===== src/design/rrac_pkg.sv =====
// Shared types, register codes and constants of the rounded-rectangle coverage core.
`timescale 1ns / 1ps

package rrac_pkg;

  // Band half-width of the outline in Q.8 (1.45 pixel).
  localparam int unsigned BAND_Q8 = 371;

  typedef enum logic [2:0] {
    REG_WIDTH   = 3'd0,
    REG_HEIGHT  = 3'd1,
    REG_RADIUS  = 3'd2,
    REG_FILL    = 3'd3,
    REG_SAMPLES = 3'd4,
    REG_FG      = 3'd5,
    REG_BG      = 3'd6
  } reg_idx_e;

  typedef struct packed {
    logic [11:0] pixel_x;
    logic [11:0] pixel_y;
  } pix_in_t;

  typedef struct packed {
    logic [7:0] out_red;
    logic [7:0] out_green;
    logic [7:0] out_blue;
  } pix_out_t;

  typedef struct packed {
    logic [12:0] rect_width;
    logic [12:0] rect_height;
    logic [11:0] corner_radius;
    logic        fill_mode;
    logic [3:0]  samples_per_axis;
    logic [31:0] fg_color;
    logic [23:0] bg_color;
  } cfg_t;

  // Sample offsets in Q.8: row is samples per axis minus one, column the sample index.
  localparam logic [7:0] OFF_TAB [8][8] = '{
    '{8'd128, 8'd0,   8'd0,   8'd0,   8'd0,   8'd0,   8'd0,   8'd0  },
    '{8'd64,  8'd192, 8'd0,   8'd0,   8'd0,   8'd0,   8'd0,   8'd0  },
    '{8'd43,  8'd128, 8'd213, 8'd0,   8'd0,   8'd0,   8'd0,   8'd0  },
    '{8'd32,  8'd96,  8'd160, 8'd224, 8'd0,   8'd0,   8'd0,   8'd0  },
    '{8'd26,  8'd77,  8'd128, 8'd179, 8'd230, 8'd0,   8'd0,   8'd0  },
    '{8'd21,  8'd64,  8'd107, 8'd149, 8'd192, 8'd235, 8'd0,   8'd0  },
    '{8'd18,  8'd55,  8'd91,  8'd128, 8'd165, 8'd201, 8'd238, 8'd0  },
    '{8'd16,  8'd48,  8'd80,  8'd112, 8'd144, 8'd176, 8'd208, 8'd240}
  };

endpackage


===== src/design/rrac_blend.sv =====
// Blend pipeline: hit count, coverage weights, products and a four-stage rounding divider.
`timescale 1ns / 1ps

module rrac_blend #(
  parameter int MAX_SAMPLES = 8
) (
  input  logic                               clk_i,
  input  logic                               rst_ni,
  input  logic                               en_i,
  input  logic                               valid_i,
  input  logic [MAX_SAMPLES*MAX_SAMPLES-1:0] hits_i,
  input  rrac_pkg::cfg_t                     cfg_i,
  output logic                               valid_o,
  output rrac_pkg::pix_out_t                 pix_o
);

  localparam int NS = MAX_SAMPLES;
  localparam int CW = $clog2(NS + 1);
  localparam int TW = $clog2(NS * NS + 1);
  localparam int RW = 25;

  logic [8:0]  v_q;
  logic [CW-1:0] row_q [NS];
  logic [TW-1:0] tot_q;
  logic [15:0] n_q, d3_q;
  logic [23:0] acc_q [3];
  logic [15:0] d4_q;
  logic [RW-1:0] rem_q [5][3];
  logic [16:0]   den_q [5];
  logic [7:0]    quo_q [5][3];

  logic [CW-1:0] row_d [NS];
  logic [TW-1:0] tot_d;
  logic [3:0]    s_c;
  logic [6:0]    ss;
  logic [7:0]    fgc [3], bgc [3];

  always_comb begin
    for (int r = 0; r < NS; r++) begin
      row_d[r] = '0;
      for (int c = 0; c < NS; c++) begin
        row_d[r] = row_d[r] + CW'(hits_i[r*NS+c]);
      end
    end
    tot_d = '0;
    for (int r = 0; r < NS; r++) begin
      tot_d = tot_d + TW'(row_q[r]);
    end
    if (cfg_i.samples_per_axis == 4'd0) begin
      s_c = 4'd1;
    end else if (int'(cfg_i.samples_per_axis) > NS) begin
      s_c = 4'(NS);
    end else begin
      s_c = cfg_i.samples_per_axis;
    end
    ss     = 7'(s_c * s_c);
    fgc[0] = cfg_i.fg_color[31:24];
    fgc[1] = cfg_i.fg_color[23:16];
    fgc[2] = cfg_i.fg_color[15:8];
    bgc[0] = cfg_i.bg_color[23:16];
    bgc[1] = cfg_i.bg_color[15:8];
    bgc[2] = cfg_i.bg_color[7:0];
  end

  // Restoring divider, two quotient bits per stage.
  logic [RW-1:0] rem_d [4][3];
  logic [7:0]    quo_d [4][3];

  always_comb begin
    logic [RW-1:0] rem, trial;
    logic [7:0]    quo;
    for (int j = 0; j < 4; j++) begin
      for (int c = 0; c < 3; c++) begin
        rem = rem_q[j][c];
        quo = quo_q[j][c];
        for (int b = 0; b < 2; b++) begin
          trial = RW'(den_q[j]) << (7 - 2*j - b);
          if (rem >= trial) begin
            rem = rem - trial;
            quo[7 - 2*j - b] = 1'b1;
          end
        end
        rem_d[j][c] = rem;
        quo_d[j][c] = quo;
      end
    end
  end

  always_ff @(posedge clk_i or negedge rst_ni) begin
    if (!rst_ni) begin
      v_q <= '0;
    end else if (en_i) begin
      v_q <= {v_q[7:0], valid_i};
    end
  end

  always_ff @(posedge clk_i) begin
    if (en_i) begin
      row_q <= row_d;
      tot_q <= tot_d;
      n_q   <= 16'(tot_q * cfg_i.fg_color[7:0]);
      d3_q  <= 16'({ss, 8'd0} - {8'd0, ss});
      d4_q  <= d3_q;
      for (int c = 0; c < 3; c++) begin
        acc_q[c]    <= 24'(fgc[c] * n_q) + 24'(bgc[c] * (d3_q - n_q));
        rem_q[0][c] <= RW'({acc_q[c], 1'b0}) + RW'(d4_q);
        quo_q[0][c] <= 8'd0;
      end
      den_q[0] <= {d4_q, 1'b0};
      for (int j = 0; j < 4; j++) begin
        rem_q[j+1] <= rem_d[j];
        quo_q[j+1] <= quo_d[j];
        den_q[j+1] <= den_q[j];
      end
    end
  end

  assign valid_o         = v_q[8];
  assign pix_o.out_red   = quo_q[4][0];
  assign pix_o.out_green = quo_q[4][1];
  assign pix_o.out_blue  = quo_q[4][2];

endmodule


===== config.mk =====
export PLATFORM = sky130hd
export DESIGN_NAME = rrac_blend
export DESIGN_NICKNAME = d
export VERILOG_FILES = /design/src/design/rrac_pkg.sv /design/src/design/rrac_blend.sv
export SDC_FILE = /design/constraint.sdc
export NUM_CORES = 2
export LEC_CHECK = 0
export BUFFER_PORTS_ARGS = -buffer_cell sky130_fd_sc_hd__buf_2
export CORE_MARGIN = 4
export CORE_UTILIZATION = 45
export DETAILED_ROUTE_END_ITERATION = 7
export HOLD_SLACK_MARGIN = 0.1
export PLACE_DENSITY = 0.6
export SETUP_SLACK_MARGIN = 0.1
export SLEW_MARGIN = 10
export SYNTH_ARGS = -nofsm -noshare
export SYNTH_HDL_FRONTEND = slang
export SYNTH_SLANG_ARGS = --single-unit

===== constraint.sdc =====
create_clock -name clk_i -period 21.1 [get_ports clk_i]
set_input_delay 1.055 -clock clk_i [delete_from_list [all_inputs] [get_ports clk_i]]
set_output_delay 1.055 -clock clk_i [all_outputs]
set_load 0.005 [all_outputs]

# [After elaboration in Yosys (flattened, before gate mapping)]
# Memory sizes are Yosys's and may differ from the RTL's.
# Cells that the tools add are included.
[totals] register_bits=95 ramBits=652 input_bits=167 word_cells=198 n_memories=4
[op_classes] reduce_logical=1 order_cmp=25 muxes=52 n_addsub=95 n_mul=8
[mem_list] name="rem_q" words=5 word_bits=75 read_ports=4 rd_clocked_by_memory_dff=0 wr=5 line="rrac_blend.sv:28" text="logic [RW-1:0] rem_q [5][3];"
[mem_list] name="quo_q" words=5 word_bits=24 read_ports=5 rd_clocked_by_memory_dff=0 wr=5 line="rrac_blend.sv:30" text="logic [7:0] quo_q [5][3];"
[mem_list] name="den_q" words=5 word_bits=17 read_ports=4 rd_clocked_by_memory_dff=0 wr=5 line="rrac_blend.sv:29" text="logic [16:0] den_q [5];"
[mem_list] name="acc_q" words=3 word_bits=24 read_ports=3 rd_clocked_by_memory_dff=0 wr=3 line="rrac_blend.sv:26" text="logic [23:0] acc_q [3];"
[op_table] op="$mux W25" count=24
[op_table] op="$add A4 B1 Y4" count=32
[op_table] op="$add A25 B16 Y25" count=3
[op_table] op="$ge A25 B17 Y1" count=3
[op_table] op="$ge A25 B18 Y1" count=3
[op_table] op="$ge A25 B19 Y1" count=3
[op_table] op="$ge A25 B20 Y1" count=3
[op_table] op="$ge A25 B21 Y1" count=3
[op_table] op="$ge A25 B22 Y1" count=3
[op_table] op="$ge A25 B23 Y1" count=3
[op_table] op="$ge A25 B24 Y1" count=3
[op_table] op="$sub A25 B17 Y25" count=3
[op_table] op="$sub A25 B18 Y25" count=3
[op_table] op="$sub A25 B19 Y25" count=3
[op_table] op="$sub A25 B20 Y25" count=3
[op_table] op="$sub A25 B21 Y25" count=3
[op_table] op="$sub A25 B22 Y25" count=3
[op_table] op="$sub A25 B23 Y25" count=3
[op_table] op="$sub A25 B24 Y25" count=3
[op_table] op="$add A23 B24 Y24" count=3
[op_table] op="$mul A8 B15 Y23" count=3
[op_table] op="$mul A8 B24 Y24" count=2
[op_table] op="$add A3 B1 Y4" count=8
[op_table] op="$add A7 B4 Y7" count=4
[op_table] op="other kinds (14)" count=54

# [Logic depth before layout (Yosys ltp)]
[depth] ltp_word=7 ltp_mapped=35

# [Least setup slack after synthesis]
# OpenSTA, ideal clock, no wires.
[synth_timing] path_kind="reg2reg" start="reg n_q[2]" end="mem acc_q[1][23] (netlist: acc_q[0][47]), data pin" path_stages_with_launch=33 slack_ns=12.736 arrival_time_ns=8.106 path_buffers=2 synth_period_minus_slack_ns=8.364 cell_sequence="edfxtp_1 clkbuf_1 inv_1 ha_1 nor2b_1 o31a_1 o211ai_1 a21oi_1 a2111oi_0 nor3_1 a2111oi_1 clkbuf_1 and2_1 fa_1 inv_1 fa_1 inv_1 fa_1 fa_1 fa_1 inv_1 fa_1 inv_1 ha_1 a21oi_1 nor2b_1 o21ai_0 nand2_1 a41o_1 o41ai_1 o21ai_0 xnor2_1 xnor2_1"
[synth_lines] item="start, declared" line="rrac_blend.sv:25" text="logic [15:0] n_q, d3_q;"
[synth_lines] item="start signal, assigned" line="rrac_blend.sv:101" text="n_q <= 16'(tot_q * cfg_i.fg_color[7:0]);"
[synth_lines] item="end, declared" line="rrac_blend.sv:26"

==> flow_metrics.py <==
metrics = {
    "outcome": {
        "status": "complete, no violations",
    },
    "hold_path": {
        "worst_hold_path_type": "in -> async",
    },
    "logic_synthesis": {
        "synth_flop_cell": "edfxtp_1",
        "synthCells": 7365,
        "yosysSeqAreaShare_pct": 24.2,
        "synthesis.area_mm2": 0.0709,
        "synthDistinctLibCells": 100,
        "synth_edf_count": 564,
        "synth.avg_cell_area_um2": 9.63,
        "yosys_warnings": 0,
        "ys_ff_latch": 573,
        "synthArstFlopShare_pct": 1.57,
    },
    "worst_setup_path": {
        "r2r-end": "acc_q[0][21]$_DFFE_PP_",
        "crit_fanout": 26,
        "r2r-start": "n_q[0]$_DFFE_PP_",
        "reg2reg_slack_ns": 11.50,
        "crit_path_top_delay_cell": "fa_1",
        "cp-endpoint": "acc_q[0][21]$_DFFE_PP_",
        "cp_common_cell": "fa_1",
        "cp_data_arrival_time_ns": 9.96,
        "start_kind": "flip-flop",
        "cp-end-kind": "flip-flop",
        "cp.required_ns": 21.46,
        "cpPeakStageDelay_ns": 0.58,
        "rr_worst_depth": 30,
        "critPathKind": "reg -> reg",
        "startpoint": "n_q[0]$_DFFE_PP_",
    },
    "place": {
        "hpwlAfterDp_mm": 141,
        "dp_slack_ns": 11.64,
        "port_buffers": 152,
        "place_congestion": 0.898,
    },
    "cts": {
        "worstSkewPairLatency_ns": 0.68,
        "h-tree-depth": 3,
        "holdBufCountCts": 0,
        "cts_setup_buffers": 0,
        "clock_path_buffers": 3,
        "cts_resized": 0,
        "cts_tree": "yes",
        "cts_buffers": 75,
        "cts.sinks": 573,
        "path_clk_slew_ns": 0.07,
        "cts-root-buf": "clkbuf_16",
    },
    "layout": {
        "multi_input_area_mm2": 0.0490,
        "fillers": 14600,
        "area.growth.synth_to_final_pct": 8.48,
        "post-route-util_pct": 49.2,
        "drive_above_1_share_pct": 7.37,
        "final_nets": 9168,
        "seqCellArea_mm2": 0.0172,
    },
    "route": {
        "antenna_left": 0,
        "drtIter0Drc": 3175,
        "drt_wl_total_mm": 176,
        "first_pass_iters": 5,
        "routedWlPerCell_um": 18.3,
        "route.detailed.drc": 0,
        "vias": 51900,
        "via_per_inst": 5.39,
    },
    "sta": {
        "fin_ws_ns": 11.50,
        "fin_crit_sh_pct": 45.5,
        "hold_viol": 0,
        "fin_crit_ns": 9.60,
        "grt_setup_unrepaired": "no",
        "slew_violations": 0,
        "slew-limit-headroom_pct": 22.5,
        "fmax_ghz": 0.104,
        "setup_tns_ns": 0,
        "tightest_slew_ns": 1.15,
        "setup_violations": 0,
        "hold_slack_ns": 0.231,
        "fin_skew_ns": 0.0485,
    },
    "global_route": {
        "grt_pass1_wl_mm": 285,
        "use_met3_pct": 2.60,
        "grt-ovfl-total": 0,
        "antenna_found_initial": 6,
        "grt_pass1_vias": 53200,
        "grt.busiest_layer": "met2",
        "grt_use_met2_pct": 37.2,
        "grt_util_met1_pct": 27.3,
        "track_usage_pct": 21.9,
        "grt_max_degree": 178,
    },
    "flow_run": {
        "maxCapViolCount": 0,
    },
    "die": {
        "die_area_mm2": 0.164,
        "core_mm2": 0.156,
        "initial_utilization_pct": 45.3,
        "die_w_um": 405,
        "io_pins": 192,
        "rows": 145,
        "die_h_um": 405,
    },
}
## worst min path at each step
stage,to,slack [ns],depth (start not counted)
after detailed placement,quo_q[0][92]$_DFFE_PP_,0.40,0
final,v_q[0]$_DFFE_PN0P_,0.23,1
after global placement,quo_q[0][55]$_DFFE_PP_,0.40,0
after floorplan,quo_q[0][100]$_DFFE_PP_,0.40,0
after CTS,v_q[0]$_DFFE_PN0P_,0.18,1
after global routing,v_q[0]$_DFFE_PN0P_,0.21,1
## Yosys cell counts, types with 16 or more instances
| library cell | instances | area, um^2 |
|---|---|---|
| o31ai_1 | 36 | 270 |
| a211oi_1 | 61 | 458 |
| inv_1 | 1101 | 4130 |
| mux2i_1 | 27 | 270 |
| or2_2 | 23 | 144 |
| o31a_1 | 16 | 140 |
| and2_1 | 330 | 2060 |
| nor3_1 | 99 | 495 |
| o21ai_0 | 312 | 1560 |
| and3_1 | 41 | 257 |
| or3_1 | 46 | 288 |
| a211o_1 | 16 | 140 |
| nand3_1 | 94 | 470 |
| edfxtp_1 | 564 | 16900 |
| a21o_1 | 140 | 1050 |
| xor2_1 | 145 | 1270 |
| a21boi_0 | 33 | 248 |
| o21bai_1 | 45 | 338 |
| ha_1 | 720 | 9010 |
| nand2b_1 | 74 | 463 |
| mux2_2 | 113 | 1270 |
| nor4_1 | 36 | 225 |
| nor2b_1 | 125 | 782 |
| a21oi_1 | 361 | 1810 |
| clkbuf_1 | 151 | 567 |
| nand4_1 | 61 | 382 |
| nand2_1 | 762 | 2860 |
| nor2_1 | 326 | 1220 |
| xnor2_1 | 303 | 2650 |
| o211ai_1 | 26 | 195 |
| o21a_1 | 100 | 751 |
| a31oi_1 | 38 | 238 |
| fa_1 | 771 | 15400 |
## area by class of cell
cell class | instances | share of cell area, %
tap | 2058 | 3.35
multi-input combinational | 5508 | 63.7
timing repair buffer | 245 | 1.94
clock buffer | 89 | 2.52
inverter | 1107 | 5.40
antenna | 1 | 0.00325
clock inverter | 50 | 0.807
sequential | 573 | 22.3
## per-layer routing
| layer | share of wire [%] | routed length [um] | vias to the layer above |
|---|---|---|---|
| li1 | - | - | 25200 |
| met1 | 42 | 73500 | 25200 |
| met2 | 48 | 84300 | 1162 |
| met3 | 4.2 | 7330 | 357 |
| met4 | 6.1 | 10800 | 2 |
| met5 | 0.0074 | 13 | - |
## registers in the layout, indices dropped and copies added (netlist names)
name / cells
n_q: 15
rem_q: 290
tot_q: 7
den_q: 58
acc_q: 72
v_q: 9
row_q: 32
quo_q: 60
d4_q: 15
d3_q: 15
## layout by cell type, fill, tap and decap left out, types with 41 or more instances in the layout
master,n
nand4_1,61
nand2_1,762
ha_1,720
inv_1,1101
o21ai_0,312
clkbuf_16,75
a21o_1,140
nor2b_1,125
nor3_1,98
buf_4,91
fa_1,771
nand2b_1,74
nor2_1,325
xor2_1,144
xnor2_1,297
and2_1,330
a211oi_1,61
a21oi_1,360
o21bai_1,44
edfxtp_1,564
mux2_2,113
buf_2,151
nand3_1,94
o21a_1,100
and3_1,41
or3_1,46
## through the flow
step	instance area (um^2)	std cells
after floorplan	70900	7367
after global placement	74400	9491
after detailed placement	74400	9491
after CTS	76900	9630
after global routing	76900	9630
final	76900	9631
## cells by family after synthesis
group	Yosys count	synth area share, %
xor+xnor	448	5.53
compound gates	1323	12.0
simple gates	2090	14.5
fa+ha+maj	1491	34.5
mux	153	2.42
other cells	1	0.00529
buf+inv	1286	6.87
flops	573	24.2
## critical path, delay by kind of cell (launching register included)
kind | cells | cell delay [ns]
buf+inv | 5 | 0.73
fa+ha+maj | 9 | 4.07
xor+xnor | 1 | 0.53
simple gates | 5 | 1.39
flops | 1 | 0.36
compound gates | 10 | 2.19
Power is not shown: default switching activity piles up to over one toggle a cycle in this logic, so the estimate is an artifact.
