`config.mk`:
```
export PLATFORM = sky130hd
export DESIGN_NAME = rrac_regs
export DESIGN_NICKNAME = d
export VERILOG_FILES = /design/src/design/rrac_pkg.sv /design/src/design/rrac_regs.sv
export SDC_FILE = /design/constraint.sdc
export NUM_CORES = 1
export LEC_CHECK = 0
export ABC_AREA = 1
export BUFFER_PORTS_ARGS = -buffer_cell sky130_fd_sc_hd__buf_2
export CAP_MARGIN = 5
export CORE_ASPECT_RATIO = 1.25
export CORE_MARGIN = 2
export CORE_UTILIZATION = 30
export DETAILED_ROUTE_END_ITERATION = 12
export HOLD_SLACK_MARGIN = 0.06
export MAX_ROUTING_LAYER = met4
export PLACE_DENSITY_LB_ADDON = 0.08
export RECOVER_POWER = 50
export SLEW_MARGIN = 40
export SYNTH_ARGS = -nofsm -noshare
export SYNTH_HDL_FRONTEND = slang
export SYNTH_SLANG_ARGS = --single-unit
```
`constraint.sdc`:
```
create_clock -name clk_i -period 1.9 [get_ports clk_i]
set_clock_uncertainty 0.2 [all_clocks]
set_input_delay 0.095 -clock clk_i [delete_from_list [all_inputs] [get_ports clk_i]]
set_output_delay 0.095 -clock clk_i [all_outputs]
set_load 0.005 [all_outputs]
```
`src/design/rrac_pkg.sv`:
```
// Shared types, register codes and constants of the rounded-rectangle coverage core.
`timescale 1ns / 1ps

package rrac_pkg;

  // Band half-width of the outline in Q.8 (1.45 pixel).
  localparam int unsigned BAND_Q8 = 371;

  typedef enum logic [2:0] {
    REG_WIDTH   = 3'd0,
    REG_HEIGHT  = 3'd1,
    REG_RADIUS  = 3'd2,
    REG_FILL    = 3'd3,
    REG_SAMPLES = 3'd4,
    REG_FG      = 3'd5,
    REG_BG      = 3'd6
  } reg_idx_e;

  typedef struct packed {
    logic [11:0] pixel_x;
    logic [11:0] pixel_y;
  } pix_in_t;

  typedef struct packed {
    logic [7:0] out_red;
    logic [7:0] out_green;
    logic [7:0] out_blue;
  } pix_out_t;

  typedef struct packed {
    logic [12:0] rect_width;
    logic [12:0] rect_height;
    logic [11:0] corner_radius;
    logic        fill_mode;
    logic [3:0]  samples_per_axis;
    logic [31:0] fg_color;
    logic [23:0] bg_color;
  } cfg_t;

  // Sample offsets in Q.8: row is samples per axis minus one, column the sample index.
  localparam logic [7:0] OFF_TAB [8][8] = '{
    '{8'd128, 8'd0,   8'd0,   8'd0,   8'd0,   8'd0,   8'd0,   8'd0  },
    '{8'd64,  8'd192, 8'd0,   8'd0,   8'd0,   8'd0,   8'd0,   8'd0  },
    '{8'd43,  8'd128, 8'd213, 8'd0,   8'd0,   8'd0,   8'd0,   8'd0  },
    '{8'd32,  8'd96,  8'd160, 8'd224, 8'd0,   8'd0,   8'd0,   8'd0  },
    '{8'd26,  8'd77,  8'd128, 8'd179, 8'd230, 8'd0,   8'd0,   8'd0  },
    '{8'd21,  8'd64,  8'd107, 8'd149, 8'd192, 8'd235, 8'd0,   8'd0  },
    '{8'd18,  8'd55,  8'd91,  8'd128, 8'd165, 8'd201, 8'd238, 8'd0  },
    '{8'd16,  8'd48,  8'd80,  8'd112, 8'd144, 8'd176, 8'd208, 8'd240}
  };

endpackage

```
`src/design/rrac_regs.sv`:
```
// Configuration register file behind the APB-style port.
`timescale 1ns / 1ps

module rrac_regs (
  input  logic                clk_i,
  input  logic                rst_ni,
  input  logic                psel,
  input  logic                penable,
  input  logic                pwrite,
  input  logic [4:0]          paddr,
  input  logic [31:0]         pwdata,
  output logic [31:0]         prdata,
  output logic                pready,
  output rrac_pkg::cfg_t      cfg_o
);

  rrac_pkg::cfg_t cfg_q;
  logic [2:0]     idx;

  assign idx    = paddr[4:2];
  assign pready = 1'b1;
  assign cfg_o  = cfg_q;

  always_ff @(posedge clk_i or negedge rst_ni) begin
    if (!rst_ni) begin
      cfg_q.rect_width       <= 13'd64;
      cfg_q.rect_height      <= 13'd64;
      cfg_q.corner_radius    <= 12'd8;
      cfg_q.fill_mode        <= 1'b1;
      cfg_q.samples_per_axis <= 4'd4;
      cfg_q.fg_color         <= 32'hFFFF_FFFF;
      cfg_q.bg_color         <= 24'h00_0000;
    end else if (psel && penable && pwrite) begin
      case (idx)
        rrac_pkg::REG_WIDTH:   cfg_q.rect_width       <= pwdata[12:0];
        rrac_pkg::REG_HEIGHT:  cfg_q.rect_height      <= pwdata[12:0];
        rrac_pkg::REG_RADIUS:  cfg_q.corner_radius    <= pwdata[11:0];
        rrac_pkg::REG_FILL:    cfg_q.fill_mode        <= pwdata[0];
        rrac_pkg::REG_SAMPLES: cfg_q.samples_per_axis <= pwdata[3:0];
        rrac_pkg::REG_FG:      cfg_q.fg_color         <= pwdata;
        rrac_pkg::REG_BG:      cfg_q.bg_color         <= pwdata[23:0];
        default: ;
      endcase
    end
  end

  always_comb begin
    case (idx)
      rrac_pkg::REG_WIDTH:   prdata = {19'd0, cfg_q.rect_width};
      rrac_pkg::REG_HEIGHT:  prdata = {19'd0, cfg_q.rect_height};
      rrac_pkg::REG_RADIUS:  prdata = {20'd0, cfg_q.corner_radius};
      rrac_pkg::REG_FILL:    prdata = {31'd0, cfg_q.fill_mode};
      rrac_pkg::REG_SAMPLES: prdata = {28'd0, cfg_q.samples_per_axis};
      rrac_pkg::REG_FG:      prdata = cfg_q.fg_color;
      rrac_pkg::REG_BG:      prdata = {8'd0, cfg_q.bg_color};
      default:               prdata = 32'd0;
    endcase
  end

endmodule

```
Word level (Yosys, flattened, before mapping). Index checks and enable logic that the tools add are counted.

Register bits: 99. Input port bits: 42. Output and inout bits: 132. Logic and storage cells: 24.

Equal/unequal tests: 6. Muxes and demuxes: 1. Reductions and logical operators: 10.

Operators with widths (number): 32-bit one-hot mux with 7 select lines (1); 2-bit AND reduction (7); 3-bit equality test, second input constant (3); 3-bit by 2-bit equality test with 1-bit output, second input constant (2); 3-bit by 1-bit equality test with 1-bit output, second input constant (1); 3-bit logical NOT (1); 1-bit logical AND (2).

Depth between registers and ports, before layout. Gate-level depths: netlist of run 1.

Depth after elaboration: 3. Gate-level depth with buffers: 8. Gate-level depth less buffers: 5.

Least setup slack after synthesis of run 1. OpenSTA, ideal clock, no wires.

Kind: in2reg. Start point: in paddr[4]. End point: reg cfg_q (netlist bit cfg_o[61]). Setup time: 0.123 ns. Arrival time: 0.848 ns. Required time: 1.577 ns. Slack: 0.729 ns. Stages on the path: 7. Buffers on the path: 3. Cell sequence: buf_6 inv_2 buf_6 nand3_4 clkbuf_2 o21ai_0 nand2_1.

Cells in the longest elaborated chain, start to end: 2.

RTL lines: from (decl) (line rrac_regs.sv:10) `input logic [4:0] paddr,`; 3-bit by 2-bit equality test with 1-bit output (line rrac_regs.sv:34) `case (idx)`; 2-bit AND reduction (no source line); to (decl) (line rrac_regs.sv:17) `rrac_pkg::cfg_t cfg_q;`.

No other way between the ends. A chain may end at the register's enable or synchronous reset.

Worst setup path in the final report of run 1.
Start point: reg cfg_q (netlist bit cfg_o[27]). End point: out prdata[3].

Cells in the longest elaborated chain, start to end: 1.

RTL lines: 32-bit one-hot mux with 7 select lines (line rrac_regs.sv:48) `case (idx)`; to (decl) (line rrac_regs.sv:12) `output logic [31:0] prdata,`.

No other way between the ends.

==> summary.txt, run 1 <==
Port Buffer Count: 170
reg-to-reg endpoint: cfg_o[45]$_DFFE_PN1P_
First-pass DRT Iterations: 4
Pwr Density: 993 nW/µm²
count of final hold-check violations: 0
post-route insts no fill: 1,018
FP Rows: 52
dpl cell area: 5990 µm²
Hold Path Cell Cnt: 4
post-route cell area: 6610 µm²
dominant synthesized flop cell: dfrtp_1
Yosys cell types: 27
CP max stage cell: dfstp_2
EDFF count, synth: 0
Arr. time, crit path: 1.35 ns
Worst-path clk slew: 0.07 ns
gr usage total: 20.0%
placed cells: 969
Area contributors post-synth: dfrtp_1, dfstp_2, nand2_1, o21ai_0, nand4_1
Synth Instances: 603
Least-Margin Pin Slew: 0.952 ns
via/cell ratio: 4.76
Reg2Reg Depth: 2
top cell types by occurrence after synthesis: nand2_1, o21ai_0, dfrtp_1
Layout fillers: 1,719
HPWL after DPL: 11.5 mm
I/O Pins: 174
first-pass GRT wire length: 26.5 mm
clock sink total: 99
Crit path largest cell delay: 0.56 ns
unrepaired setup endpoints after global routing: false
Core ar.: 16,100 µm²
Routed wire per std cell: 16.5 µm
CTS tree: done
asr flop ratio synth: 100%
setup TNS: 0 ns
Seq/Total Area, Yosys: 51.1%
Leak: 3.41 nW
drt drc: 0
Initial Utilization: 30.6%
CP Launch Type: flip-flop
antenna cells: 0
max cap viols: 0
max reg flops: 99
CTS buffer count: 9
area grow syn2layout: 34.0%
final net count: 839
FF-to-FF Start: cfg_o[45]$_DFFE_PN1P_
total power: 0.00657 W
relative slew slack: 36.6%
Util after Layout: 41.0%
width of the die: 119 µm
critical path class: reg -> out
#FFs+latches synth: 99
CTS resizes: 0
Finish-stage setup viols: 0
initial antenna violation count: 0
total die area: 17,500 µm²
largest net degree at the start of global routing: 100
Worst setup EP type: output pin
status: finished, final reports clean
cells along the critical path: nand4_1 -> nand2_1 -> nor2_1 -> nand2_1 -> buf_2
Vias: 4,847
Hold Crit Endpoint: cfg_o[27]$_DFFE_PN1P_
HP Class: in -> reg
Mapped Area: 4940 µm²
critical-path maximum fanout: 3
starting DRC count in detailed routing: 324
layout cells sized above 1: 29.2%
post-synth top area cell: dfrtp_1
Clk Latency, worst-skew pair: 0.35 ns
Final min period: 1.64 ns
Synth top area share: 31.4%
CP most frequent cell: nand2_1
CP required: 1.60 ns
hold path start: paddr[4]
synthesized area per cell: 8.19 µm²
Yosys warning count: 0
Post-Syn Nets: 645
final cycle utilization of the critical path: 86.6%
die height: 147 µm
vias in the first global route: 4,800
wire length after detailed routing: 16.8 mm
GRT overflow: 0
most common cell in the netlist: nand2_1
Placer Congestion: 0.853
CTS root buffer: clkbuf_16
Max Slew Vio Count: 0
reg2reg setup slack: 0.84 ns
Max Root-Sink Buffers: 2
H-tree depth: 3
VDD IR max: 0.000467 V
FMAX: 0.608 GHz
Antenna Nets Post-Route: 0
-- logic make-up after synthesis --
| group | count (synthesis) | synth area share, % |
|---|---|---|
| simple gates | 307 | 28.4 |
| compound gates | 111 | 11.5 |
| flops | 99 | 51.1 |
| buf+inv | 85 | 8.87 |
| other cells | 1 | 0.0760 |
-- area by class of cell --
type | count | area (µm²) | area share (%)
Clock buffer | 11 | 243 | 3.67
Timing Repair Buffer | 226 | 1350 | 20.4
Inverter | 42 | 160 | 2.42
Multi-Input combinational cell | 419 | 1970 | 29.7
Clock inverter | 5 | 100 | 1.51
Sequential cell | 99 | 2520 | 38.2
Tap cell | 216 | 270 | 4.09
-- report_power, final --
part | switching, W | internal (W) | total, W
clock network | 0.000856 | 0.00132 | 0.00218
registers | 0.000319 | 0.00266 | 0.00298
logic | 0.000796 | 0.000616 | 0.00141
-- cells in the final DEF, fill, tap and decap left out, drive strengths merged --
cell type    instances
bufinv               3
nor2                32
clkbuf              38
buf                166
dfrtp               62
o21ai              100
nand2              212
o22ai               11
nand3               21
clkinv               3
conb                 1
nor3                 1
dlygate4sd3         33
dfstp               37
inv                 41
nand4               41
-- layer usage --
| layer | share of wire, % | up-vias | wire length [µm] | track usage [%] |
|---|---|---|---|---|
| li1 | - | 2368 | - | - |
| met1 | 45 | 2297 | 7510 | 25.4 |
| met2 | 48 | 160 | 8040 | 31.6 |
| met3 | 5.7 | 22 | 957 | 4.01 |
| met4 | 1.9 | 0 | 314 | 7.26 |
| met5 | 0 | - | 0 | - |
-- what timing repair did --
item / in CTS / in global routing
hold buffers: 33 / 0
endpoints found under the hold margin: 198 / 0
buffers inserted: 0 / 0
endpoints found under the setup margin: 0 / 0
-- worst max-delay path by stage --
stage                               start                    end  cells after the start
floorplan                        paddr[4]  cfg_o[61]$_DFFE_PN0P_                      7
global placement                 paddr[3]             prdata[12]                      7
detailed placement               paddr[2]  cfg_o[62]$_DFFE_PN0P_                      5
CTS                 cfg_o[31]$_DFFE_PN1P_              prdata[7]                      5
global route                     paddr[4]  cfg_o[14]$_DFFE_PN0P_                      7
finish              cfg_o[27]$_DFFE_PN1P_              prdata[3]                      5
-- through the flow --
stage | hold WS, ns | worst slack [ns]
after floorplan | -0.401 | 0.729
after detailed placement | 0.0146 | 0.244
after global placement | 0.00716 | 0.250
final | 0.103 | 0.255
after global routing | 0.123 | 0.166
after CTS | 0.0989 | 0.250
-- critical path: cells and delay by family, from the launching register on --
family / cells / cell delay, ns
simple gates: 4 / 0.32
flops: 1 / 0.56
buf+inv: 1 / 0.11
Note: power is estimated with default switching activity, not from simulation.
==> run 2: changes to the inputs <==
- CORE_MARGIN: 2 -> 5
- CORE_UTILIZATION: 30 -> 54
==> run 2 against run 1 <==
  * Critical path depth up 1
  * Critical path type is now in -> out
  * Die area down 36%
  * Design area down 3.3%
  * Clock power down 22%
  * Power down 7.6%
  * Cell count down 9.3%
  * Highest routed layer unchanged
  * First-iteration DRC count up 51%
  * Global-route usage up 9.0 points
  * Count of clock-buffer cells in the layout up 4
  * Worst hold slack worse by 0.047 ns
  * Flip-flop and latch count unchanged
  * Combinational power about the same
==> summary.txt, run 2 (synthesized netlist as in run 1, its figures left out) <==
max reg flops: 99 (unchanged)
dpl cell area: 5850 µm² (-2.4%)
FMAX: 0.595 GHz (-2.1%)
Port Buffer Count: 170 (unchanged)
starting DRC count in detailed routing: 488 (+51%)
CTS resizes: 0 (unchanged)
CP top delay family: buffers and inverters
final cycle utilization of the critical path: 88.4% (+1.8 points)
hold-fix buffers at CTS: 35 (+6.1%)
CP required: 1.60 ns (about the same)
unrepaired setup endpoints after global routing: false
Layout fillers: 741 (-57%)
relative slew slack: 33.3% (-3.2 points)
die height: 117 µm (-21%)
HP Class: in -> reg
HPWL after DPL: 10.3 mm (-10%)
initial antenna violation count: 0 (unchanged)
antenna cells: 0 (unchanged)
CP max stage cell: inv_2
post-route cell area: 6390 µm² (-3.3%)
Finish-stage setup viols: 0 (unchanged)
Util after Layout: 70.8% (+30 points)
largest net degree at the start of global routing: 39 (-61%)
CTS root buffer: clkbuf_16
CP startpoint: paddr[2]
first-pass GRT wire length: 24.2 mm (-8.4%)
placed cells: 872 (-10%)
CP Launch Type: input port
Max Slew Vio Count: 0 (unchanged)
hold path start: paddr[4]
NetSw: 0.00184 W (-6.6%)
Arr. time, crit path: 1.38 ns (+0.03 ns)
VDD IR max: 0.000604 V (+29%)
I/O Pins: 174 (unchanged)
Leak: 3.34 nW (-1.9%)
Crit path largest cell delay: 0.27 ns (-0.29 ns)
Vias: 5,041 (+4.0%)
via/cell ratio: 5.46 (+15%)
final net count: 837 (-0.24%)
FP Rows: 39 (-25%)
CP most frequent cell: buf_2
CTS buffer count: 9 (unchanged)
clock sink total: 99 (unchanged)
First-pass DRT Iterations: 5 (+1)
Hold WS: 0.0565 ns (-0.0470 ns)
Initial Utilization: 54.7% (+24 points)
status: finished, final reports clean
Final min period: 1.68 ns (+0.0348 ns)
Sw Ratio: 30.3% (+0.32 points)
wire length after detailed routing: 15.3 mm (-9.0%)
Int Power: 0.00423 W (-8.0%)
commonest non-fill, non-tap cell in the layout: nand2_1
critical-path maximum fanout: 24 (+21)
layout cells sized above 1: 27.4% (-1.8 points)
H-tree depth: 3 (unchanged)
Clock Power Share: 28.1% (-5.0 points)
area grow syn2layout: 29.6%
count of final hold-check violations: 0 (unchanged)
Worst-path clk slew: 0.06 ns (about the same)
CTS tree: done
Logic pwr share: 22.9% (+1.4 points)
Max Root-Sink Buffers: 2 (unchanged)
Seq pwr share: 48.9% (+3.5 points)
most frequent cells in the layout: nand2_1, buf_2, o21ai_0, dfrtp_1, nand4_1
post-CTS setup buffer count: 0 (unchanged)
Core ar.: 9030 µm² (-44%)
critical path class: in -> out
gr usage total: 29.0% (+9.0 points)
Critical path buffers and inverters: 4 (+3)
Least-Margin Pin Slew: 1.00 ns (+0.0482 ns)
Placer Congestion: 0.899 (+5.3%)
post-route insts no fill: 923 (-9.3%)
Clk Latency, worst-skew pair: 0.33 ns (-0.02 ns)
Worst setup EP type: output pin
vias in the first global route: 4,916 (+2.4%)
cells along the critical path: buf_2 -> inv_2 -> nand3_1 -> buf_4 -> o22ai_1 -> buf_2
Antenna Nets Post-Route: 0 (unchanged)
drt drc: 0 (unchanged)
GRT overflow: 0 (unchanged)
Pwr Density: 949 nW/µm² (-4.4%)
total die area: 11,200 µm² (-36%)
width of the die: 95.5 µm (-20%)
max cap viols: 0 (unchanged)
Routed wire per std cell: 16.6 µm (+0.36%)
setup TNS: 0 ns (unchanged)
FF-to-FF Start: cfg_o[55]$_DFFE_PN1P_
==> run 2: final cells by class <==
| class | instances | area (µm²) | share of cell area [%] |
|---|---|---|---|
| clock buffer | 15 | 268 | 4.19 |
| clock inverter | 1 | 6.26 | 0.0978 |
| inverter | 42 | 160 | 2.50 |
| multi-input combinational | 419 | 1960 | 30.6 |
| sequential | 99 | 2520 | 39.5 |
| tap | 123 | 154 | 2.41 |
| timing repair buffer | 224 | 1320 | 20.7 |
==> run 2: layer usage <==
layer | global-route usage, % | up-vias | part of all wire, %
met5 | - | - | 0
met4 | 9.58 | 0 | 1.7
met3 | 4.67 | 19 | 9.1
met2 | 47.8 | 240 | 49
met1 | 36.6 | 2422 | 40
li1 | - | 2360 | -
==> run 2: stage by stage <==
step                total power [W]  setup slack, ns
floorplan                   0.00356            0.729
global placement            0.00432            0.176
detailed placement          0.00438           0.0949
CTS                         0.00614            0.206
global route                0.00642           0.0722
finish                      0.00607            0.220
==> run 2: worst reg2reg max path, cell delays in order (launching register included) <==
cell	delay, ns
dfstp_2	0.54
inv_1	0.05
o21ai_0	0.20
==> run 2: final timing paths <==
| path | to | slack (ns) | cells past startpoint |
|---|---|---|---|
| max reg2reg | cfg_o[55]$_DFFE_PN1P_ | 0.83 | 2 |
| min reg2reg | cfg_o[34]$_DFFE_PN1P_ | 0.28 | 2 |
| max in group asynchronous | cfg_o[13]$_DFFE_PN0P_ | 0.26 | 3 |
| max | prdata[18] | 0.22 | 6 |
| min | cfg_o[60]$_DFFE_PN1P_ | 0.06 | 4 |
| min in group asynchronous | cfg_o[60]$_DFFE_PN1P_ | 0.20 | 2 |
==> run 2: power by group through the flow <==
stage	logic, W	registers (W)	clock network [W]
6_report	0.00139	0.00297	0.00171
5_1_grt	0.00158	0.00302	0.00182
4_1_cts	0.00145	0.00297	0.00173
3_5_place_dp	0.00139	0.00299	0
3_3_place_gp	0.00134	0.00298	0
2_1_floorplan	0.000576	0.00299	0
